--- config.mk ---
export PLATFORM = sky130hd
export DESIGN_NAME = wfc_cordic
export DESIGN_NICKNAME = d
export VERILOG_FILES = /design/src/rtl/wfc_pkg.sv /design/src/rtl/wfc_cordic.sv
export SDC_FILE = /design/constraint.sdc
export NUM_CORES = 2
export LEC_CHECK = 0
export ABC_AREA = 0
export BUFFER_PORTS_ARGS = -buffer_cell sky130_fd_sc_hd__buf_2
export CAP_MARGIN = 0
export CORE_ASPECT_RATIO = 1.4
export CORE_MARGIN = 2
export CORE_UTILIZATION = 55
export DETAILED_ROUTE_END_ITERATION = 8
export GPL_ROUTABILITY_DRIVEN = 0
export PLACE_DENSITY = 0.71
export SLEW_MARGIN = 10
export SYNTH_ARGS = -nofsm -noshare
export SYNTH_HDL_FRONTEND = slang
export SYNTH_SLANG_ARGS = --single-unit
--- constraint.sdc ---
create_clock -name clk -period 14.7 [get_ports clk]
set_input_delay 4.41 -clock clk [delete_from_list [all_inputs] [get_ports clk]]
set_output_delay 4.41 -clock clk [all_outputs]
set_load 0.03 [all_outputs]
--- src/rtl/wfc_pkg.sv ---
`default_nettype none
package wfc_pkg;
	localparam logic [1:0] CMD_LOAD = 2'd0;
	localparam logic [1:0] CMD_POSE = 2'd1;
	localparam logic [1:0] CMD_CANCEL = 2'd2;
	localparam logic [1:0] CMD_NONE = 2'd3;

	localparam logic [1:0] KIND_VEL = 2'd0;
	localparam logic [1:0] KIND_DONE = 2'd1;
	localparam logic [1:0] KIND_CANCEL = 2'd2;

	localparam logic [2:0] REG_MAX_LIN = 3'd0;
	localparam logic [2:0] REG_MAX_TURN = 3'd1;
	localparam logic [2:0] REG_LIN_GAIN = 3'd2;
	localparam logic [2:0] REG_ANG_GAIN = 3'd3;
	localparam logic [2:0] REG_RADIUS = 3'd4;
	localparam logic [2:0] REG_GATE = 3'd5;

	localparam int XW = 36;
	localparam int ZW = 24;
	localparam logic signed [ZW-1:0] PI_Q20 = 24'sd3294199;
	localparam logic signed [17:0] PI_Q13 = 18'sd25736;
	localparam logic signed [17:0] TWO_PI_Q13 = 18'sd51472;
	localparam logic [31:0] INV_GAIN = 32'h9B74EDA8;

	function automatic logic signed [ZW-1:0] atan_q20(input logic [4:0] i);
		case (i)
			5'd0: atan_q20 = 24'sd823550;
			5'd1: atan_q20 = 24'sd486170;
			5'd2: atan_q20 = 24'sd256879;
			5'd3: atan_q20 = 24'sd130396;
			5'd4: atan_q20 = 24'sd65451;
			5'd5: atan_q20 = 24'sd32757;
			5'd6: atan_q20 = 24'sd16383;
			5'd7: atan_q20 = 24'sd8192;
			5'd8: atan_q20 = 24'sd4096;
			5'd9: atan_q20 = 24'sd2048;
			5'd10: atan_q20 = 24'sd1024;
			5'd11: atan_q20 = 24'sd512;
			5'd12: atan_q20 = 24'sd256;
			5'd13: atan_q20 = 24'sd128;
			5'd14: atan_q20 = 24'sd64;
			5'd15: atan_q20 = 24'sd32;
			5'd16: atan_q20 = 24'sd16;
			5'd17: atan_q20 = 24'sd8;
			5'd18: atan_q20 = 24'sd4;
			5'd19: atan_q20 = 24'sd2;
			5'd20: atan_q20 = 24'sd1;
			default: atan_q20 = '0;
		endcase
	endfunction

	typedef struct packed {
		logic start;
		logic signed [32:0] dx;
		logic signed [32:0] dy;
	} cordic_req_t;

	typedef struct packed {
		logic done;
		logic [33:0] mag;
		logic signed [17:0] bearing;
	} cordic_rsp_t;
endpackage
`default_nettype wire

--- src/rtl/wfc_cordic.sv ---
`default_nettype none
// Iterative vectoring CORDIC: one micro-rotation per cycle, then a gain
// correction on one 34x16 multiplier, low half of the gain first, then the high half.
module wfc_cordic #(
	parameter int STEPS = 16
) (
	input wire logic clk,
	input wire logic arst_n,
	input wire wfc_pkg::cordic_req_t req,
	output wfc_pkg::cordic_rsp_t rsp
);
	localparam int XW = wfc_pkg::XW;
	localparam int ZW = wfc_pkg::ZW;

	logic signed [XW-1:0] x_q, y_q;
	logic signed [ZW-1:0] z_q;
	logic [4:0] i_q;
	logic [1:0] ph_q; // 0 idle, 1 rotate, 2 gain lo, 3 gain hi
	logic [49:0] plo_q;
	logic [33:0] ux;
	logic signed [XW-1:0] xs, ys;
	logic signed [ZW-1:0] zr;
	logic [49:0] prod;
	logic [15:0] mk;

	assign ux = x_q[33:0];
	assign xs = x_q >>> i_q;
	assign ys = y_q >>> i_q;
	assign mk = (ph_q == 2'd2) ? wfc_pkg::INV_GAIN[15:0] : wfc_pkg::INV_GAIN[31:16];
	assign prod = {16'd0, ux} * {34'd0, mk};
	assign zr = z_q + ZW'(64);

	always_ff @(posedge clk or negedge arst_n) begin
		if (!arst_n) begin
			ph_q <= 2'd0;
			i_q <= '0;
			rsp.done <= 1'b0;
		end else begin
			rsp.done <= 1'b0;
			case (ph_q)
				2'd0: begin
					if (req.start) begin
						i_q <= '0;
						ph_q <= 2'd1;
						if (req.dx < 0) begin
							x_q <= -XW'(req.dx);
							y_q <= -XW'(req.dy);
							z_q <= (req.dy >= 0) ? wfc_pkg::PI_Q20 : -wfc_pkg::PI_Q20;
						end else begin
							x_q <= XW'(req.dx);
							y_q <= XW'(req.dy);
							z_q <= '0;
						end
					end
				end
				2'd1: begin
					if (y_q > 0) begin
						x_q <= x_q + ys;
						y_q <= y_q - xs;
						z_q <= z_q + wfc_pkg::atan_q20(i_q);
					end else begin
						x_q <= x_q - ys;
						y_q <= y_q + xs;
						z_q <= z_q - wfc_pkg::atan_q20(i_q);
					end
					i_q <= i_q + 5'd1;
					if (i_q == 5'(STEPS - 1)) ph_q <= 2'd2;
				end
				2'd2: begin
					plo_q <= prod >> 16;
					ph_q <= 2'd3;
				end
				2'd3: begin
					rsp.mag <= 34'((prod + plo_q) >> 16);
					rsp.bearing <= 18'(zr >>> 7);
					rsp.done <= 1'b1;
					ph_q <= 2'd0;
				end
				default: ph_q <= 2'd0;
			endcase
		end
	end
endmodule
`default_nettype wire

# Word level (Yosys, flattened, before mapping)

Memory sizes are Yosys's and may differ from the RTL's.
Cells that the tools add are included.

Bits in registers: 189
Memory bits (read-only): 1280
Bits of input ports: 69
Output and inout bits: 53
Logic and storage cells: 65
Memories: 2

$add $sub $neg: 11
Multiply operators: 1
$lt $le $gt $ge: 3
Eq/ne operators: 6
Shifts and indexed selects: 2
Multiplexer cells: 24
Reduce and logical (&&, ||, !) cells: 7

Memory list:

| name             | words | bits a word | rd ports | clocked after memory_dff | wr ports | RTL line      | text |
|---|---|---|---|---|---|---|---|
| (name not given) | 32    | 20          | 1        | 0                        | 0        | wfc_pkg.sv:27 | `case (i)` |
| (name not given) | 32    | 20          | 1        | 0                        | 0        | wfc_pkg.sv:27 |  |

Operators with widths:

| cell                  | count |
|---|---|
| $mux 36               | 6 |
| $mux 24               | 8 |
| $pmux 36 s2           | 2 |
| $add 36x36->36        | 2 |
| $neg 33->36           | 2 |
| $sshr 36x5->36        | 2 |
| $sub 36x36->36        | 2 |
| $mux 53               | 1 |
| $add 50x34->50        | 1 |
| $mul 34x16->50        | 1 |
| $pmux 24 s2           | 1 |
| $gt 36x1->1 const B   | 1 |
| $ge 33x1->1 const B   | 1 |
| $lt 33x1->1 const B   | 1 |
| $add 24x24->24        | 1 |
| $add 24x8->24 const B | 1 |
| $sub 24x24->24        | 1 |
| $mux 15               | 1 |
| $pmux 5 s2            | 1 |
| $pmux 2 s4            | 1 |
| $reduce_and 2->1      | 4 |
| $add 5x1->5 const B   | 1 |
| $eq 5x4->1 const B    | 1 |
| $mux 5                | 1 |
| 7 further kinds       | 10 |

# Longest topological paths before layout

Word-level depth: 6
Gate-level depth with buffers: 40
Mapped depth without buffers: 38

# Least setup slack after synthesis

Ideal clock, no wire load.

Kind: input -> register
Start point: input req[66] (netlist name)
End point: register x_q[0], enable pin
Setup time: 0.561 ns
Data arrival time: 8.980 ns
Required time: 14.139 ns
Setup slack: 5.159 ns
Cell stages on the path: 3
Path buffers: 0
Cells stage by stage: nand2b_1 > o21ai_0 > nor2b_1

Word-level cells in the longest chain between the ends: 2

RTL lines:

| element                    | RTL line         | text |
|---|---|---|
| from (decl)                | wfc_cordic.sv:9  | `input wire wfc_pkg::cordic_req_t req,` |
| $ne 2x2->1 (no line)       | n/a              |  |
| $reduce_and 3->1 (no line) | n/a              |  |
| to (signal assigned)       | wfc_cordic.sv:46 | `x_q <= -XW'(req.dx);` |
| to (signal assigned)       | wfc_cordic.sv:50 | `x_q <= XW'(req.dx);` |
| to (signal assigned)       | wfc_cordic.sv:58 | `x_q <= x_q + ys;` |
| to (decl)                  | wfc_cordic.sv:15 | `logic signed [XW-1:0] x_q, y_q;` |

No other way between the ends.
A chain may end at the register's enable or synchronous reset.

# Final worst setup path

Start point: register ph_q[0]
End point: register rsp[51] (netlist name), data pin

Word-level cells in the longest chain between the ends: 4

RTL lines:

| element                | RTL line         | text |
|---|---|---|
| from (decl)            | wfc_cordic.sv:18 | `logic [1:0] ph_q;` |
| from (signal assigned) | wfc_cordic.sv:35 | `ph_q <= 2'd0;` |
| from (signal assigned) | wfc_cordic.sv:44 | `ph_q <= 2'd1;` |
| from (signal assigned) | wfc_cordic.sv:67 | `if (i_q == 5'(STEPS - 1)) ph_q <= 2'd2;` |
| $eq 2x2->1             | wfc_cordic.sv:29 | `assign mk = (ph_q == 2'd2) ? wfc_pkg::INV_GAIN[15:0] : wfc_pkg::INV_GAIN[31:16];` |
| $mux 15                | wfc_cordic.sv:29 |  |
| $mul 34x16->50         | wfc_cordic.sv:30 | `assign prod = {16'd0, ux} * {34'd0, mk};` |
| via prod[30]           | wfc_cordic.sv:23 | `logic [49:0] prod;` |
| $add 50x34->50         | wfc_cordic.sv:74 | `rsp.mag <= 34'((prod + plo_q) >> 16);` |
| to (decl)              | wfc_cordic.sv:10 | `output wfc_pkg::cordic_rsp_t rsp` |

The timed path passes the listed nets, and every way through them passes these cells.

==> summary.md <==
| Metric | Value |
|---|---|
| CORE AREA | 0.0610 mm^2 |
| Cell variety after synth | 87 |
| Clk buf depth | 2 |
| Post-Syn Nets | 4387 |
| Commonest cells post-synth | inv_1 (514), fa_1 (351), ha_1 (282), nand2_1 (269), nor2_1 (242) |
| Final period utilization | 73.6% |
| Yosys warnings | 0 |
| Number of clock sinks | 187 |
| Hold Vio Cnt, Final | 0 |
| CTS H-Tree Depth | 4 |
| Initial Util | 55.7% |
| Status | finished, final reports clean |
| Die W | 214 um |
| Nets | 4423 |
| Min-Delay Path Depth | 1 |
| Worst Setup Start Kind | flip-flop |
| Setup total negative slack | 0 ps |
| Worst EP required | 14970 ps |
| RSZ-0062 raised after global routing | false |
| Worst-margin pin slew | 1060 ps |
| Yosys reg bits | 187 |
| Root buf cell | clkbuf_16 |
| Reg clk slew, reported paths | 90 ps |
| Final setup vio count | 0 |
| GRT Overall Usage | 30.2% |
| Dpl ws | 3910 ps |
| Fmax | 92.4 MHz |
| Most frequent cell after synthesis | inv_1 |
| Synth top area cells | fa_1 (21%), edfxtp_1 (16%), ha_1 (10%), mux4_2 (6.5%), inv_1 (5.7%) |
| Die Y | 298 um |
| First-pass iteration count of the detailed router | 7 |
| CTS Hold Bufs | 0 |
| DRC Markers | 0 |
| Synthesized area | 0.0340 mm^2 |
| CTS tree | done |
| Vias in the first global route | 28300 |
| Global-route wire length before repair | 150 mm |
| Via count | 27700 |
| IO buf count | 121 |
| Drt total wl | 95.3 mm |
| Std-Cell Rows | 107 |
| Max Cap Violations | 0 |
| CTS Buf Count | 17 |
| Async SR Flop Fraction | 4.28% |
| Synth-to-layout area growth | 5.66% |
| Hold WC Path Type | reg2reg |
| Relative slew margins | 29.6% |
| Top Ports | 122 |
| Initial antenna violation count | 6 |
| DP Wirelength | 77.8 mm |
| EDFF count, synth | 179 |
| Setup Buffers After CTS | 0 |
| Fin crit period | 10820 ps |
| CP max stage cell | ha_2 |
| Synth Flop Type | edfxtp_1 |
| Layout cells sized above 1 | 9.53% |
| Crit path capture type | flip-flop |
| Critical path class | reg2reg |
| Top cell type's share of synthesized area | 20.7% |
| Setup clock skew after layout | 19.2 ps |
| Via density | 6.09 |
| Global route overflow | 0 |
| Avg Synthesized Cell Area | 9.22 um^2 |
| DR WL/cell | 20.9 um |
| Arrival time worst endpoint | 11100 ps |
| Final WS setup | 3880 ps |
| Clk Latency, worst-skew pair | 530 ps |
| Worst-path fanout max | 60 |
| Post-route ant nets | 0 |
| Die Area | 0.0638 mm^2 |
| Initial DRC count | 2010 |
| Synth area leader | fa_1 |
| Reg2Reg Depth | 35 |
| Pins Over Slew Limit | 0 |
| Slowest stage delay, CP | 900 ps |
| Sequential area share after synthesis | 16.4% |
| Largest net degree at the start of global routing | 73 |
| Post-CTS resize count | 0 |
| Cells after synthesis | 3685 |
==> final cells by class <==
class                      count  area, um^2
multi-input combinational   2845       25900
fill                        5521       25100
sequential                   187        5590
inverter                     518        1940
tap                          817        1020
timing repair buffer         152         838
clock buffer                  17         425
clock inverter                15         195
antenna                        3        7.51
==> cell families (layout without fill, tap and decap cells) <==
| logic type | after synthesis | in the layout | share of synthesized area [%] |
|---|---|---|---|
| other | 0 | 3 | 0 |
| buffers and inverters | 653 | 702 | 7.49 |
| muxes | 180 | 180 | 9.02 |
| adders and majority gates | 633 | 633 | 31.1 |
| xor gates and xnor gates | 299 | 299 | 7.71 |
| DFF | 187 | 187 | 16.4 |
| AOI/OAI and AO/OA | 797 | 797 | 14.8 |
| and+or+nand+nor | 936 | 936 | 13.5 |
==> registers in the layout, indices dropped and copies added, names as in the netlist <==
register,count
ph_q,2
plo_q,32
rsp,52
z_q,24
x_q,36
i_q,5
y_q,36
==> placed cells by master, fill, tap and decap left out, types with 52 or more instances in the layout <==
cell,n
ha_1,280
nor2_1,241
o21ai_0,177
nand2_1,269
xor2_1,111
a21o_1,87
mux2i_1,52
nor3_1,57
inv_1,514
a21oi_1,233
xnor2_1,188
nand3_1,61
fa_1,351
mux4_2,98
edfxtp_1,179
buf_2,121
==> metrics by stage <==
stage	hold slack [ps]	cell area [um^2]	instances	util [%]
after global routing	653	35900	4552	58.8
after global placement	591	35300	4519	57.8
final	622	35900	4554	58.8
after detailed placement	604	35300	4519	57.8
after floorplan	528	34000	3685	-
after CTS	627	35900	4551	58.8
==> critical path: cells and delay by family (launching register included) <==
| family | cells | cell delay, ps |
|---|---|---|
| AND/OR/NAND/NOR | 8 | 2160 |
| buffers and inverters | 6 | 450 |
| adder cells (fa/ha/maj) | 9 | 4550 |
| XOR/XNOR | 2 | 310 |
| flip-flops | 1 | 450 |
| AO/OA/AOI/OAI | 10 | 2650 |
==> path summary, 6_finish.rpt <==
path / start / endpoint / slack (ps)
worst max-delay path: ph_q[0] / rsp[51] / 3880
worst min-delay path: z_q[23] / rsp[16] / 620
worst max register to register: ph_q[0] / rsp[51] / 3880
worst min register to register: z_q[23] / rsp[16] / 620
max in group asynchronous: arst_n / i_q[0] / 10680
min in group asynchronous: arst_n / ph_q[1] / 3750
==> layer usage <==
metal  global-route usage (%)  share of wire, %
met5                        0             0.041
met4                     22.3               8.2
met3                     4.05               4.9
met2                     55.1                52
met1                     31.7                35
Power is left out: the tool's default activity adds up to more than one toggle a clock period on the data nets, which glitch-free logic cannot reach.
